--- src/hdl/uwvc_pkg.sv ---
package uwvc_pkg;

    localparam int COUNT_WIDTH_DEF = 32;
    localparam int MAX_COUNT_W     = 64;
    localparam int OUT_W           = 32;
    localparam int CODE_W          = 32;
    localparam int BYTE_W          = 8;
    localparam int PEND_W          = 3;
    localparam int NUM_FAM         = 6;

    localparam logic [CODE_W-1:0] CP_APOS    = CODE_W'(32'h27);
    localparam logic [CODE_W-1:0] FOLD_BASE  = CODE_W'(32'hE0);
    localparam logic [CODE_W-1:0] FOLD_OFS   = CODE_W'(32'h20);
    localparam logic [CODE_W-1:0] QUOTE_LEFT = CODE_W'(32'h1FF8);
    localparam logic [CODE_W-1:0] QUOTE_RGHT = CODE_W'(32'h1FF9);

    typedef enum logic {
        CMD_DATA = 1'b0,
        CMD_END  = 1'b1
    } t_cmd;

    typedef enum logic [2:0] {
        FAM_A,
        FAM_E,
        FAM_I,
        FAM_O,
        FAM_U,
        FAM_Y,
        FAM_NONE
    } t_family;

    // Decoded code point handed from the decoder to the counter stage.
    typedef struct packed {
        logic              valid;
        logic              last;
        logic [CODE_W-1:0] code;
    } t_cp;

    typedef struct packed {
        logic [OUT_W-1:0] word_count;
        logic [OUT_W-1:0] a_count;
        logic [OUT_W-1:0] e_count;
        logic [OUT_W-1:0] i_count;
        logic [OUT_W-1:0] o_count;
        logic [OUT_W-1:0] u_count;
        logic [OUT_W-1:0] y_count;
    } t_result;

    // Codes >= 0xE0 drop 0x20 (Latin-1 lower to upper); curly quotes map to 0x27.
    function automatic logic [CODE_W-1:0] fold_code(input logic [CODE_W-1:0] c);
        logic [CODE_W-1:0] f;
        f = (c >= FOLD_BASE) ? c - FOLD_OFS : c;
        if (f == QUOTE_LEFT || f == QUOTE_RGHT) begin
            f = CP_APOS;
        end
        return f;
    endfunction

    function automatic logic in_range(input logic [CODE_W-1:0] c,
                                      input logic [7:0] lo, input logic [7:0] hi);
        return (c >= CODE_W'(lo)) && (c <= CODE_W'(hi));
    endfunction

    // Word characters other than the apostrophe.
    function automatic logic is_word_base(input logic [CODE_W-1:0] c);
        return in_range(c, 8'h41, 8'h5A) || in_range(c, 8'h61, 8'h7A) ||
               c == CODE_W'(8'hC7) || c == CODE_W'(8'h5F) ||
               in_range(c, 8'hC0, 8'hC3) || in_range(c, 8'hC8, 8'hCA) ||
               in_range(c, 8'hCC, 8'hCD) || in_range(c, 8'hD2, 8'hD5) ||
               in_range(c, 8'hD9, 8'hDA) || in_range(c, 8'h30, 8'h39);
    endfunction

    function automatic t_family vowel_family(input logic [CODE_W-1:0] c);
        t_family f;
        if (c == CODE_W'(8'h41) || c == CODE_W'(8'h61) || in_range(c, 8'hC0, 8'hC3)) begin
            f = FAM_A;
        end else if (c == CODE_W'(8'h45) || c == CODE_W'(8'h65) ||
                     in_range(c, 8'hC8, 8'hCA)) begin
            f = FAM_E;
        end else if (c == CODE_W'(8'h49) || c == CODE_W'(8'h69) ||
                     in_range(c, 8'hCC, 8'hCD)) begin
            f = FAM_I;
        end else if (c == CODE_W'(8'h4F) || c == CODE_W'(8'h6F) ||
                     in_range(c, 8'hD2, 8'hD5)) begin
            f = FAM_O;
        end else if (c == CODE_W'(8'h55) || c == CODE_W'(8'h75) ||
                     in_range(c, 8'hD9, 8'hDA)) begin
            f = FAM_U;
        end else if (c == CODE_W'(8'h79) || c == CODE_W'(8'h59)) begin
            f = FAM_Y;
        end else begin
            f = FAM_NONE;
        end
        return f;
    endfunction

endpackage

--- src/hdl/uwvc_ifs.sv ---
interface uwvc_in_if;
    import uwvc_pkg::*;

    logic              valid;
    logic              ready;
    logic              command;
    logic [BYTE_W-1:0] data_byte;

    modport source(output valid, command, data_byte, input ready);
    modport sink(input valid, command, data_byte, output ready);
endinterface

interface uwvc_out_if;
    import uwvc_pkg::*;

    logic             valid;
    logic             ready;
    logic [OUT_W-1:0] word_count;
    logic [OUT_W-1:0] a_count;
    logic [OUT_W-1:0] e_count;
    logic [OUT_W-1:0] i_count;
    logic [OUT_W-1:0] o_count;
    logic [OUT_W-1:0] u_count;
    logic [OUT_W-1:0] y_count;

    modport source(output valid, word_count, a_count, e_count, i_count, o_count,
                   u_count, y_count, input ready);
    modport sink(input valid, word_count, a_count, e_count, i_count, o_count,
                 u_count, y_count, output ready);
endinterface

--- src/hdl/uwvc_decode.sv ---
module uwvc_decode (
    input  logic                      i_clk,
    input  logic                      i_rst_n,
    input  logic                      i_valid,
    output logic                      o_ready,
    input  logic                      i_command,
    input  logic [uwvc_pkg::BYTE_W-1:0] i_data_byte,
    output uwvc_pkg::t_cp             o_cp,
    input  logic                      i_cp_ready
);
    import uwvc_pkg::*;

    logic              r_in_valid;
    t_cmd              r_in_cmd;
    logic [BYTE_W-1:0] r_in_byte;

    logic [PEND_W-1:0] r_pend, n_pend;
    logic [CODE_W-1:0] r_acc, n_acc;

    logic              r_cp_valid;
    logic              r_cp_last;
    logic [CODE_W-1:0] r_cp_code;

    logic              slot;
    logic              step;
    logic              emit;
    logic [CODE_W-1:0] emit_code;
    logic [CODE_W-1:0] shifted;

    assign slot    = !r_cp_valid || i_cp_ready;
    assign step    = r_in_valid && slot;
    assign o_ready = !r_in_valid || slot;
    assign shifted = {r_acc[CODE_W-7:0], r_in_byte[5:0]};

    always_comb begin
        n_pend    = r_pend;
        n_acc     = r_acc;
        emit      = 1'b0;
        emit_code = shifted;
        if (r_in_cmd == CMD_END) begin
            n_pend = '0;
            n_acc  = '0;
            emit   = 1'b1;
        end else if (r_pend != '0) begin
            // any byte is a continuation while a sequence is open
            n_acc  = shifted;
            n_pend = r_pend - PEND_W'(1);
            emit   = (r_pend == PEND_W'(1));
        end else begin
            unique casez (r_in_byte)
                8'b0???????: begin
                    emit      = 1'b1;
                    emit_code = CODE_W'(r_in_byte);
                end
                8'b10??????: begin
                    // lone continuation
                    emit      = 1'b1;
                    emit_code = CODE_W'(r_in_byte[5:0]);
                end
                8'b110?????: begin
                    n_pend = PEND_W'(1);
                    n_acc  = CODE_W'(r_in_byte[4:0]);
                end
                8'b1110????: begin
                    n_pend = PEND_W'(2);
                    n_acc  = CODE_W'(r_in_byte[3:0]);
                end
                8'b11110???: begin
                    n_pend = PEND_W'(3);
                    n_acc  = CODE_W'(r_in_byte[2:0]);
                end
                8'b111110??: begin
                    n_pend = PEND_W'(4);
                    n_acc  = CODE_W'(r_in_byte[1:0]);
                end
                8'b1111110?: begin
                    n_pend = PEND_W'(5);
                    n_acc  = CODE_W'(r_in_byte[0]);
                end
                8'b11111110: begin
                    n_pend = PEND_W'(6);
                    n_acc  = '0;
                end
                default: begin
                    n_pend = PEND_W'(7);
                    n_acc  = '0;
                end
            endcase
        end
    end

    always_ff @(posedge i_clk) begin
        if (!i_rst_n) begin
            r_in_valid <= 1'b0;
            r_pend     <= '0;
            r_acc      <= '0;
            r_cp_valid <= 1'b0;
        end else begin
            if (o_ready) begin
                r_in_valid <= i_valid;
            end
            if (step) begin
                r_pend <= n_pend;
                r_acc  <= n_acc;
            end
            if (slot) begin
                r_cp_valid <= step && emit;
            end
        end
    end

    always_ff @(posedge i_clk) begin
        if (o_ready && i_valid) begin
            r_in_cmd  <= t_cmd'(i_command);
            r_in_byte <= i_data_byte;
        end
        if (slot) begin
            r_cp_last <= (r_in_cmd == CMD_END);
            r_cp_code <= emit_code;
        end
    end

    assign o_cp = '{valid: r_cp_valid, last: r_cp_last, code: r_cp_code};

endmodule

--- src/hdl/uwvc_count.sv ---
module uwvc_count #(
    parameter int COUNT_WIDTH = uwvc_pkg::COUNT_WIDTH_DEF
) (
    input  logic              i_clk,
    input  logic              i_rst_n,
    input  uwvc_pkg::t_cp     i_cp,
    output logic              o_cp_ready,
    output logic              o_valid,
    input  logic              i_ready,
    output uwvc_pkg::t_result o_res
);
    import uwvc_pkg::*;

    logic [COUNT_WIDTH-1:0] r_words, n_words;
    logic [COUNT_WIDTH-1:0] r_vtot [NUM_FAM];
    logic [COUNT_WIDTH-1:0] n_vtot [NUM_FAM];
    logic [NUM_FAM-1:0]     r_seen, n_seen;
    logic                   r_in_word, n_in_word;

    logic                   r_out_valid;
    t_result                r_res;

    logic                   take;
    logic [CODE_W-1:0]      code_f;
    logic                   is_word;
    t_family                fam;
    logic [NUM_FAM-1:0]     fam_hot;

    function automatic logic [COUNT_WIDTH-1:0] sat_inc(input logic [COUNT_WIDTH-1:0] v);
        return (&v) ? v : v + COUNT_WIDTH'(1);
    endfunction

    function automatic logic [OUT_W-1:0] to_out(input logic [COUNT_WIDTH-1:0] v);
        logic [MAX_COUNT_W-1:0] wide;
        wide = MAX_COUNT_W'(v);
        return wide[OUT_W-1:0];
    endfunction

    // an end word waits only while an unread result sits in the output register
    assign o_cp_ready = !i_cp.last || !r_out_valid || i_ready;
    assign take       = i_cp.valid && o_cp_ready;

    assign code_f  = fold_code(i_cp.code);
    assign is_word = (code_f == CP_APOS) ? r_in_word : is_word_base(code_f);
    assign fam     = vowel_family(code_f);

    always_comb begin
        unique case (fam)
            FAM_A:   fam_hot = NUM_FAM'(6'b000001);
            FAM_E:   fam_hot = NUM_FAM'(6'b000010);
            FAM_I:   fam_hot = NUM_FAM'(6'b000100);
            FAM_O:   fam_hot = NUM_FAM'(6'b001000);
            FAM_U:   fam_hot = NUM_FAM'(6'b010000);
            FAM_Y:   fam_hot = NUM_FAM'(6'b100000);
            default: fam_hot = '0;
        endcase
    end

    always_comb begin
        n_words   = r_words;
        n_seen    = r_seen;
        n_in_word = r_in_word;
        for (int k = 0; k < NUM_FAM; k++) begin
            n_vtot[k] = r_vtot[k];
        end
        if (take) begin
            if (i_cp.last) begin
                n_words   = '0;
                n_seen    = '0;
                n_in_word = 1'b0;
                for (int k = 0; k < NUM_FAM; k++) begin
                    n_vtot[k] = '0;
                end
            end else if (is_word) begin
                n_in_word = 1'b1;
                if (!r_in_word) begin
                    n_words = sat_inc(r_words);
                end
                for (int k = 0; k < NUM_FAM; k++) begin
                    if (fam_hot[k] && !r_seen[k]) begin
                        n_vtot[k] = sat_inc(r_vtot[k]);
                        n_seen[k] = 1'b1;
                    end
                end
            end else begin
                n_seen    = '0;
                n_in_word = 1'b0;
            end
        end
    end

    always_ff @(posedge i_clk) begin
        if (!i_rst_n) begin
            r_words     <= '0;
            r_seen      <= '0;
            r_in_word   <= 1'b0;
            r_out_valid <= 1'b0;
            for (int k = 0; k < NUM_FAM; k++) begin
                r_vtot[k] <= '0;
            end
        end else begin
            r_words   <= n_words;
            r_seen    <= n_seen;
            r_in_word <= n_in_word;
            for (int k = 0; k < NUM_FAM; k++) begin
                r_vtot[k] <= n_vtot[k];
            end
            if (take && i_cp.last) begin
                r_out_valid <= 1'b1;
            end else if (i_ready) begin
                r_out_valid <= 1'b0;
            end
        end
    end

    always_ff @(posedge i_clk) begin
        if (take && i_cp.last) begin
            r_res.word_count <= to_out(r_words);
            r_res.a_count    <= to_out(r_vtot[FAM_A]);
            r_res.e_count    <= to_out(r_vtot[FAM_E]);
            r_res.i_count    <= to_out(r_vtot[FAM_I]);
            r_res.o_count    <= to_out(r_vtot[FAM_O]);
            r_res.u_count    <= to_out(r_vtot[FAM_U]);
            r_res.y_count    <= to_out(r_vtot[FAM_Y]);
        end
    end

    assign o_valid = r_out_valid;
    assign o_res   = r_res;

endmodule

--- src/hdl/utf8_word_vowel_counter.sv ---
// Channel  Dir  Payload                              Handshake
// i_in     in   command, data_byte                   valid / ready
// o_out    out  word_count, a_count .. y_count       valid / ready
//
// One input word per cycle unless backpressure holds i_in, as described below.
// An end word passes the input and code point registers into the result register.
// Backpressure reaches i_in only when an end word finds an unread result in
// the output register; data words keep flowing while a result waits.
// i_rst_n (synchronous, active low) clears the decoder, the word state and counts.
module utf8_word_vowel_counter #(
    parameter int COUNT_WIDTH = uwvc_pkg::COUNT_WIDTH_DEF
) (
    input logic        i_clk,
    input logic        i_rst_n,
    uwvc_in_if.sink    i_in,
    uwvc_out_if.source o_out
);
    import uwvc_pkg::*;

    t_cp     cp;
    logic    cp_ready;
    t_result res;

    uwvc_decode u_decode (
        .i_clk       (i_clk),
        .i_rst_n     (i_rst_n),
        .i_valid     (i_in.valid),
        .o_ready     (i_in.ready),
        .i_command   (i_in.command),
        .i_data_byte (i_in.data_byte),
        .o_cp        (cp),
        .i_cp_ready  (cp_ready)
    );

    uwvc_count #(
        .COUNT_WIDTH (COUNT_WIDTH)
    ) u_count (
        .i_clk      (i_clk),
        .i_rst_n    (i_rst_n),
        .i_cp       (cp),
        .o_cp_ready (cp_ready),
        .o_valid    (o_out.valid),
        .i_ready    (o_out.ready),
        .o_res      (res)
    );

    assign o_out.word_count = res.word_count;
    assign o_out.a_count    = res.a_count;
    assign o_out.e_count    = res.e_count;
    assign o_out.i_count    = res.i_count;
    assign o_out.o_count    = res.o_count;
    assign o_out.u_count    = res.u_count;
    assign o_out.y_count    = res.y_count;

endmodule

--- src/flat_wrapper.sv ---
// flat-port wrapper written by rule: the top's interface ports become plain ports
module utf8_word_vowel_counter_flat import uwvc_pkg::*;
#(
    parameter int COUNT_WIDTH = uwvc_pkg::COUNT_WIDTH_DEF
)
  (i_clk, i_rst_n, i_in_valid, i_in_command, i_in_data_byte, i_in_ready, o_out_valid, o_out_word_count, o_out_a_count, o_out_e_count, o_out_i_count, o_out_o_count, o_out_u_count, o_out_y_count, o_out_ready);
  uwvc_in_if i_in_i ();
  uwvc_out_if o_out_i ();
  input logic i_clk;
  input logic i_rst_n;
  input wire logic [$bits(i_in_i.valid)-1:0] i_in_valid;
  input wire logic [$bits(i_in_i.command)-1:0] i_in_command;
  input wire logic [$bits(i_in_i.data_byte)-1:0] i_in_data_byte;
  output wire logic [$bits(i_in_i.ready)-1:0] i_in_ready;
  output wire logic [$bits(o_out_i.valid)-1:0] o_out_valid;
  output wire logic [$bits(o_out_i.word_count)-1:0] o_out_word_count;
  output wire logic [$bits(o_out_i.a_count)-1:0] o_out_a_count;
  output wire logic [$bits(o_out_i.e_count)-1:0] o_out_e_count;
  output wire logic [$bits(o_out_i.i_count)-1:0] o_out_i_count;
  output wire logic [$bits(o_out_i.o_count)-1:0] o_out_o_count;
  output wire logic [$bits(o_out_i.u_count)-1:0] o_out_u_count;
  output wire logic [$bits(o_out_i.y_count)-1:0] o_out_y_count;
  input wire logic [$bits(o_out_i.ready)-1:0] o_out_ready;
  assign i_in_i.valid = i_in_valid;
  assign i_in_i.command = i_in_command;
  assign i_in_i.data_byte = i_in_data_byte;
  assign i_in_ready = i_in_i.ready;
  assign o_out_valid = o_out_i.valid;
  assign o_out_word_count = o_out_i.word_count;
  assign o_out_a_count = o_out_i.a_count;
  assign o_out_e_count = o_out_i.e_count;
  assign o_out_i_count = o_out_i.i_count;
  assign o_out_o_count = o_out_i.o_count;
  assign o_out_u_count = o_out_i.u_count;
  assign o_out_y_count = o_out_i.y_count;
  assign o_out_i.ready = o_out_ready;
  utf8_word_vowel_counter #(.COUNT_WIDTH(COUNT_WIDTH)) u_core (.i_clk(i_clk), .i_rst_n(i_rst_n), .i_in(i_in_i), .o_out(o_out_i));
endmodule
--- config.mk ---
export PLATFORM = sky130hd
export DESIGN_NAME = utf8_word_vowel_counter_flat
export DESIGN_NICKNAME = d
export VERILOG_FILES = /design/src/hdl/uwvc_pkg.sv /design/src/hdl/uwvc_ifs.sv /design/src/hdl/uwvc_decode.sv /design/src/hdl/uwvc_count.sv /design/src/hdl/utf8_word_vowel_counter.sv /design/src/flat_wrapper.sv
export SDC_FILE = /design/constraint.sdc
export NUM_CORES = 1
export LEC_CHECK = 0
export ABC_AREA = 1
export BUFFER_PORTS_ARGS = -buffer_cell sky130_fd_sc_hd__buf_2
export CAP_MARGIN = 0
export CORE_AREA = 4 4 259 261
export CTS_CLUSTER_DIAMETER = 200
export CTS_CLUSTER_SIZE = 16
export DETAILED_ROUTE_END_ITERATION = 12
export DIE_AREA = 0 0 263 265
export PLACE_DENSITY_LB_ADDON = 0.12
export SLEW_MARGIN = 20
export SYNTH_ARGS = -nofsm -noshare
export SYNTH_HDL_FRONTEND = slang
export SYNTH_HIERARCHICAL = 1
export SYNTH_SLANG_ARGS = --single-unit
--- constraint.sdc ---
create_clock -name i_clk -period 10.1 [get_ports i_clk]
set_input_delay 2.02 -clock i_clk [delete_from_list [all_inputs] [get_ports i_clk]]
set_output_delay 2.02 -clock i_clk [all_outputs]
set_load 0.02 [all_outputs]
==> results of run 1 <==
==> placed cells by master, fill, tap and decap left out, types with 11 or more instances in the layout <==
cell,synthesis,layout
nand2_1,707,706
nor2_1,472,472
edfxtp_1,266,266
dfxtp_1,263,263
a21oi_1,257,257
inv_1,251,249
buf_2,20,238
nand3_1,223,223
nor3_1,106,106
xor2_1,73,73
nand4_1,66,66
xnor2_1,65,65
nor4_1,43,43
o21ai_0,41,41
clkbuf_16,0,40
nand3_2,38,38
clkbuf_1,53,28
nand2_2,19,19
ha_1,11,11
==> report_power, final <==
part	switching, mW	leakage (nW)	internal [mW]
logic	0.246	4.32	0.0790
clock network	0.760	0.545	0.753
registers	0.0195	4.35	2.27
total	1.03	9.21	3.10
==> layer usage <==
metal / vias up / GRT usage, %
li1: 10700 / -
met5: - / 0
met2: 527 / 32.4
met1: 10200 / 27.5
met4: 0 / 5.08
met3: 91 / 2.60
==> sequential cells by signal, summed over array words and instances, names as in the netlist <==
| register | flops |
|---|---|
| u_core/u_count/o_res | 224 |
| u_core/u_count/o_valid | 1 |
| u_core/u_count/r_in_word | 1 |
| u_core/u_count/r_seen | 6 |
| u_core/u_count/r_vtot | 192 |
| u_core/u_count/r_words | 32 |
| u_core/u_decode/r_acc | 26 |
| u_core/u_decode/r_cp_code | 32 |
| u_core/u_decode/r_cp_last | 1 |
| u_core/u_decode/r_cp_valid | 1 |
| u_core/u_decode/r_in_byte | 8 |
| u_core/u_decode/r_in_cmd | 1 |
| u_core/u_decode/r_in_valid | 1 |
| u_core/u_decode/r_pend | 3 |
==> kinds of logic after synthesis <==
logic type / count (synthesis) / synth area share [%]
simple gates: 1726 / 30.0
compound gates: 336 / 6.93
xor+xnor: 138 / 4.71
buf+inv: 370 / 6.21
flops: 529 / 51.6
fa+ha+maj: 11 / 0.536
==> worst paths after layout <==
check                                           startpoint                                       to  slack (ns)  depth (start not counted)
hold / removal    u_core/u_count/r_vtot[2][5]$_SDFFE_PN0P_      u_core/u_count/o_res[101]$_DFFE_PP_        0.47                          0
setup reg to reg    u_core/u_decode/r_cp_code[5]$_DFFE_PP_  u_core/u_count/r_words[11]$_SDFFE_PN0P_        4.97                         27
hold reg to reg   u_core/u_count/r_vtot[2][5]$_SDFFE_PN0P_      u_core/u_count/o_res[101]$_DFFE_PP_        0.47                          0
setup / recovery    u_core/u_decode/r_cp_code[5]$_DFFE_PP_  u_core/u_count/r_words[11]$_SDFFE_PN0P_        4.97                         27
==> final cells by class <==
class / instances / area share (%)
Timing Repair Buffer: 248 / 4.43
Tap cell: 855 / 3.74
Inverter: 265 / 3.53
Clock buffer: 68 / 3.87
Multi-Input combinational cell: 2211 / 37.9
Clock inverter: 3 / 0.144
Sequential cell: 529 / 46.4
==> stage by stage <==
stage          total power [mW]  setup WS, ns  instance area, um2
2_1_floorplan              2.58          2.28               25700
3_3_place_gp               2.67          4.88               27400
3_5_place_dp               2.67          4.74               27400
4_1_cts                    4.20          4.95               28600
5_1_grt                    4.32          4.27               28600
6_report                   4.13          4.97               28600
==> worst register-to-register path, cell delays in order (launching register included) <==
cell	delay, ns
edfxtp_1	0.43
inv_1	0.17
ha_1	0.36
nand2_1	0.18
nor2_2	0.27
nand2_1	0.09
nand2_1	0.07
nand2_1	0.05
nand2_1	0.05
nand2_1	0.10
nor2_1	0.14
nand2_1	0.10
nor2_4	0.19
o21ai_4	0.18
nand3_2	0.14
nor2_1	0.05
nor2_1	0.25
nand2_1	0.09
nand2_1	0.10
nand2_1	0.07
nor2_2	0.11
nand2_2	0.09
nand3_2	0.10
inv_2	0.08
nand2_2	0.55
nand2_2	0.62
nand2_1	0.28
a21oi_1	0.09
==> metrics.cfg, run 1 <==
[outcome]
status = completed

[cts]
clockBufferDepth = 3
cts_setup_buffers = 0
cts.sinks = 529
clk_latency_ns = 0.57
clk_pin_slew_ns = 0.07
cts_root_buffer = clkbuf_16
cts_buffers = 39
ctsHoldBuffers = 0
cts_tree = done
ctsResizeCount = 0
htree_levels = 2

[synth]
ys_top_cells_by_area = edfxtp_1 (31%), dfxtp_1 (21%), nand2_1 (10%)
syn_nets = 3134
syn-cell-area_um2 = 25700
yosysUniqueCellTypes = 56
synth_edf_count = 266
ys_seq_area_share_pct = 51.6
async_flop_share_pct = 0
synth_top_cell_area_share_pct = 31.1
synth_area_leader_cell = edfxtp_1
synth_ff_type = edfxtp_1
synth-seq-cells = 529
yosys_warnings = 6
yosysMostFrequentCell = nand2_1
avgSynthCellArea_um2 = 8.25
syn_inst = 3110
synth_commonest_cells = nand2_1 (707), nor2_1 (472), edfxtp_1 (266)

[placement]
port-buffer-count = 238
place_congestion = 0.915
dp_hpwl_mm = 50.4
post-place-cells = 4108

[cells_and_area]
seq_area_um2 = 13300
drive_above_1_share_pct = 11.8
fillCellCount = 6449
antenna_cells = 0
postLayoutCoreUtil_pct = 44.3
fin_nets = 3318
area_delta_synth_final_pct = 11.3
finalNonFillerCells = 4179
multi_input_area_um2 = 10800

[worst_setup_path]
critPathMostFrequentCell = nand2_1
path_buf_inv = 2
path_max_fanout = 34
cp_top_family = simple AND/OR/NAND/NOR gates
startpoint_type = register
critPathArrivalTime_ns = 5.55
cp-end-kind = register
cp.required_ns = 10.52
crit_type = register to register
cpPeakStageDelay_ns = 0.62
cpMaxStageDelayCell = nand2_2

[drt]
postRouteAntennaNets = 0
num_vias = 21500
wirelength_met1_mm = 33.3
drt_first_pass_iters = 5
remaining_drc_errors = 0
drt-initial-drc-count = 1637
wl_met2_mm = 32.9
routed_wirelength_mm = 71.1
wl_met3_mm = 3.14
routed.top_layer = met4
viasPerCell = 5.15
wl_per_cell_um = 17.0

[sta]
hold_viol = 0
period_share_pct = 50.8
period_minus_slack_ns = 5.13
hold_slack_ns = 0.466
slew_violations = 0
finalSetupViolations = 0
tightest_slew_ns = 1.09
fmax_mhz = 195
maxSlewHeadroom_pct = 27.1
fin_skew_ns = 0.0316
finalSetupTns_ns = 0
grt_setup_unrepaired = false

[die]
dieArea_um2 = 69700
die_w_um = 263
ioPinCount = 239
start_util_pct = 39.8
die_h_um = 265
core_um2 = 64500
row_count = 93

[global_routing]
grt_pass1_wl_mm = 113
grt_max_degree = 144
overflow = 0
antenna_found_initial = 0
grtUsageTotal_pct = 19.6
grt_pass1_vias = 20600

[power]
max-vdd-ir-drop_v = 0.000111
leakage_nw = 9.21
power.density_nw_per_um2 = 145

[flow_run]
maxCapViolCount = 0

[worst_hold_path]
hold_path.class = register to register

(Power assumes the default switching activity.)
==> inputs of run 2 (changes only) <==
--- a/config.mk
+++ b/config.mk
@@ -5,14 +5,14 @@
 export SDC_FILE = /design/constraint.sdc
 export NUM_CORES = 1
 export LEC_CHECK = 0
-export ABC_AREA = 1
+export ABC_AREA = 0
 export BUFFER_PORTS_ARGS = -buffer_cell sky130_fd_sc_hd__buf_2
 export CAP_MARGIN = 0
-export CORE_AREA = 4 4 259 261
+export CORE_AREA = 4 4 241 243
 export CTS_CLUSTER_DIAMETER = 200
 export CTS_CLUSTER_SIZE = 16
 export DETAILED_ROUTE_END_ITERATION = 12
-export DIE_AREA = 0 0 263 265
+export DIE_AREA = 0 0 245 247
 export PLACE_DENSITY_LB_ADDON = 0.12
 export SLEW_MARGIN = 20
 export SYNTH_ARGS = -nofsm -noshare
==> constraint.sdc (replaced) <==
create_clock -name i_clk -period 4.8 [get_ports i_clk]
set_input_delay 0.96 -clock i_clk [delete_from_list [all_inputs] [get_ports i_clk]]
set_output_delay 0.96 -clock i_clk [all_outputs]
set_load 0.02 [all_outputs]
==> run 2 against run 1 <==
Global-route usage is 2.1 points lower. Register-to-register slack worse by 4.7 ns. Synthesized area is 13% lower. Final area is 11% lower. Critical path depth is 16 lower. Total power is 100% higher. Sequential power is 110% higher. Via count is 25% lower. Core utilization is 1.3 points higher. Sequential share of layout area is 5.6 points higher. Synthesized cell count is 34% lower. Critical endpoint is now u_core/u_count/r_vtot[2][30]$_SDFFE_PN0P_.
==> metrics.cfg, run 2 <==
[outcome]
status = completed

[cells_and_area]
largest_register_ffs = 224  ; unchanged
fillCellCount = 5308  ; -18%
postLayoutCoreUtil_pct = 45.6  ; +1.3 points
final_common_cell = edfxtp_1
antenna_cells = 0  ; unchanged
final_cell_mix = edfxtp_1 (266), dfxtp_1 (263), buf_2 (238), nor2_1 (198), nand2_1 (170)
drive_above_1_share_pct = 16.3  ; +4.5 points
area_delta_synth_final_pct = 14.6
fin_area_um2 = 25500  ; -11%
finalNonFillerCells = 3054  ; -27%
fin_nets = 2296  ; -31%

[power]
leakage_nw = 8.09  ; -12%
power.density_nw_per_um2 = 329  ; +130%
p_total_mw = 8.40  ; +100%
max-vdd-ir-drop_v = 0.000187  ; +69%

[cts]
ctsResizeCount = 0  ; unchanged
cts_setup_buffers = 0  ; unchanged
cts_buffers = 39  ; unchanged
ctsHoldBuffers = 0  ; unchanged
clk_pin_slew_ns = 0.07  ; about the same
htree_levels = 2  ; unchanged
clk_latency_ns = 0.56  ; about the same
cts_root_buffer = clkbuf_16
cts.sinks = 529  ; unchanged
cts_tree = done
clockBufferDepth = 3  ; unchanged

[die]
start_util_pct = 39.8  ; about the same
core_um2 = 56000  ; -13%
dieArea_um2 = 60500  ; -13%
die_w_um = 245  ; -6.8%
ioPinCount = 239  ; unchanged
row_count = 87  ; -6.5%
die_h_um = 247  ; -6.8%

[placement]
place_congestion = 0.833  ; -9.0%
post-place-cells = 2987  ; -27%
port-buffer-count = 238  ; unchanged
dp_hpwl_mm = 37.1  ; -26%
dpl_cell_area_um2 = 24400  ; -11%

[sta]
fin_skew_ns = 0.0344  ; +0.00281 ns
finalSetupViolations = 0  ; unchanged
fmax_mhz = 220  ; +13%
hold_slack_ns = 0.462  ; -0.00443 ns
period_share_pct = 94.7  ; +44 points
maxSlewHeadroom_pct = 39.1  ; +12 points
slew_violations = 0  ; unchanged
period_minus_slack_ns = 4.55  ; -0.584 ns
tightest_slew_ns = 0.913  ; -0.181 ns
hold_viol = 0  ; unchanged
grt_setup_unrepaired = true

[synth]
synth_top_cell_area_share_pct = 35.9  ; +4.8 points
async_flop_share_pct = 0  ; unchanged
syn-cell-area_um2 = 22300  ; -13%
synth_edf_count = 266  ; unchanged
synth-seq-cells = 529  ; unchanged
synth_area_leader_cell = edfxtp_1
yosys_warnings = 6  ; unchanged
yosysUniqueCellTypes = 78  ; +39%
synth_commonest_cells = edfxtp_1 (266), dfxtp_1 (263), nor2_1 (198)
yosysMostFrequentCell = edfxtp_1
synth_ff_type = edfxtp_1
ys_top_cells_by_area = edfxtp_1 (36%), dfxtp_1 (24%), xnor2_1 (4.3%)
syn_inst = 2052  ; -34%
avgSynthCellArea_um2 = 10.8  ; +31%
ys_seq_area_share_pct = 59.5  ; +7.9 points
syn_nets = 2076  ; -34%

[worst_setup_path]
reg2reg_slack_ns = 0.25  ; -4.72 ns
reg2regPathDepth = 11  ; -59%
startpoint_type = register
path_max_fanout = 13  ; -62%
reg2reg_to = u_core/u_count/r_vtot[2][30]$_SDFFE_PN0P_
crit_type = register to register
r2r_start = u_core/u_decode/r_cp_code[11]$_DFFE_PP_
cp-end-kind = register
cp.required_ns = 5.28  ; -5.24 ns
critPathArrivalTime_ns = 5.03  ; -0.52 ns

[global_routing]
grt_pass1_vias = 15500  ; -25%
antenna_found_initial = 0  ; unchanged
overflow = 0  ; unchanged
grt_pass1_wl_mm = 86.3  ; -24%
grt_max_degree = 129  ; -10%
grtUsageTotal_pct = 17.5  ; -2.1 points

[drt]
routed_wirelength_mm = 54.5  ; -23%
remaining_drc_errors = 0  ; unchanged
drt_first_pass_iters = 5  ; unchanged
num_vias = 16100  ; -25%
drt-initial-drc-count = 951  ; -42%
postRouteAntennaNets = 0  ; unchanged
viasPerCell = 5.28  ; +2.5%
wl_per_cell_um = 17.8  ; +4.8%

[worst_hold_path]
worstHoldStart = u_core/u_count/r_seen[0]$_SDFFE_PN0P_
whs_endpoint = u_core/u_count/r_seen[0]$_SDFFE_PN0P_
hold_depth = 2  ; +2
hold_path.class = register to register

[flow_run]
maxCapViolCount = 0  ; unchanged

run 2: critical path: stages, from the launching register on:
cell and delay [ns]:
edfxtp_1 0.42, or4_4 0.58, or4_4 0.52, a2111oi_0 0.53, xnor2_1 0.18, nand4_1 0.11, or4_1 0.60, buf_4 0.20
nor3_2 0.32, nand2_1 0.34, or4b_1 0.54, a21oi_1 0.14
run 2: kinds of logic (layout without fill, tap and decap cells):
logic type      count (synthesis)  count (layout)  share of synthesized area (%)
flops                         529             529                           59.5
buf+inv                       137             383                           2.56
xor+xnor                      134             134                           5.27
simple gates                  904             904                           21.1
fa+ha+maj                      11              11                          0.618
mux                            37              37                           1.66
compound gates                300             300                           9.24
run 2: metal layers:
layer  wire (um)  global-route usage, %  part of all wire [%]  vias up
met5           0                      0                     0        -
met3        2600                   3.17                   4.8       67
met4        1090                   4.30                   2.0        0
met2       25300                   28.3                    47      324
met1       25400                   24.6                    47     7825
li1            -                      -                     -     7924
run 2: area by class of cell:
| cell class | instances | area [um2] | share of cell area [%] |
|---|---|---|---|
| clock buffers | 65 | 1070 | 4.21 |
| inverters | 35 | 135 | 0.530 |
| clock inverters | 2 | 25.0 | 0.0981 |
| multi-input cells | 1386 | 8490 | 33.3 |
| flip-flops and latches | 529 | 13300 | 52.0 |
| well taps | 756 | 946 | 3.71 |
| repair buffers | 281 | 1590 | 6.23 |
run 2: through the flow:
stage / setup slack (ns) / TNS, ns
floorplan: -0.726 / -163.18
global placement: 0.394 / 0
detailed placement: 0.249 / 0
CTS: 0.261 / 0
global route: -0.0281 / -0.0618
finish: 0.253 / 0
run 2: power by group:
part	internal [mW]	switching [mW]	total, mW
clock	1.54	1.53	3.07
combinational	0.145	0.354	0.499
sequential	4.78	0.0496	4.83
total	6.46	1.93	8.40
run 2: how the worst max path moves through the flow:
stage | start | endpoint | slack [ns] | depth (start not counted)
final | u_core/u_decode/r_cp_code[11]$_DFFE_PP_ | u_core/u_count/r_vtot[2][30]$_SDFFE_PN0P_ | 0.25 | 11
after detailed placement | u_core/u_decode/r_cp_code[11]$_DFFE_PP_ | u_core/u_count/r_vtot[2][30]$_SDFFE_PN0P_ | 0.25 | 11
after floorplan | o_out_ready | u_core/u_count/o_res[0]$_DFFE_PP_ | -0.73 | 8
after global placement | u_core/u_decode/r_cp_code[11]$_DFFE_PP_ | u_core/u_count/r_vtot[2][30]$_SDFFE_PN0P_ | 0.39 | 11
after global routing | u_core/u_decode/r_cp_code[11]$_DFFE_PP_ | u_core/u_count/r_vtot[2][20]$_SDFFE_PN0P_ | -0.03 | 11
after CTS | u_core/u_decode/r_cp_code[11]$_DFFE_PP_ | u_core/u_count/r_vtot[2][30]$_SDFFE_PN0P_ | 0.26 | 11
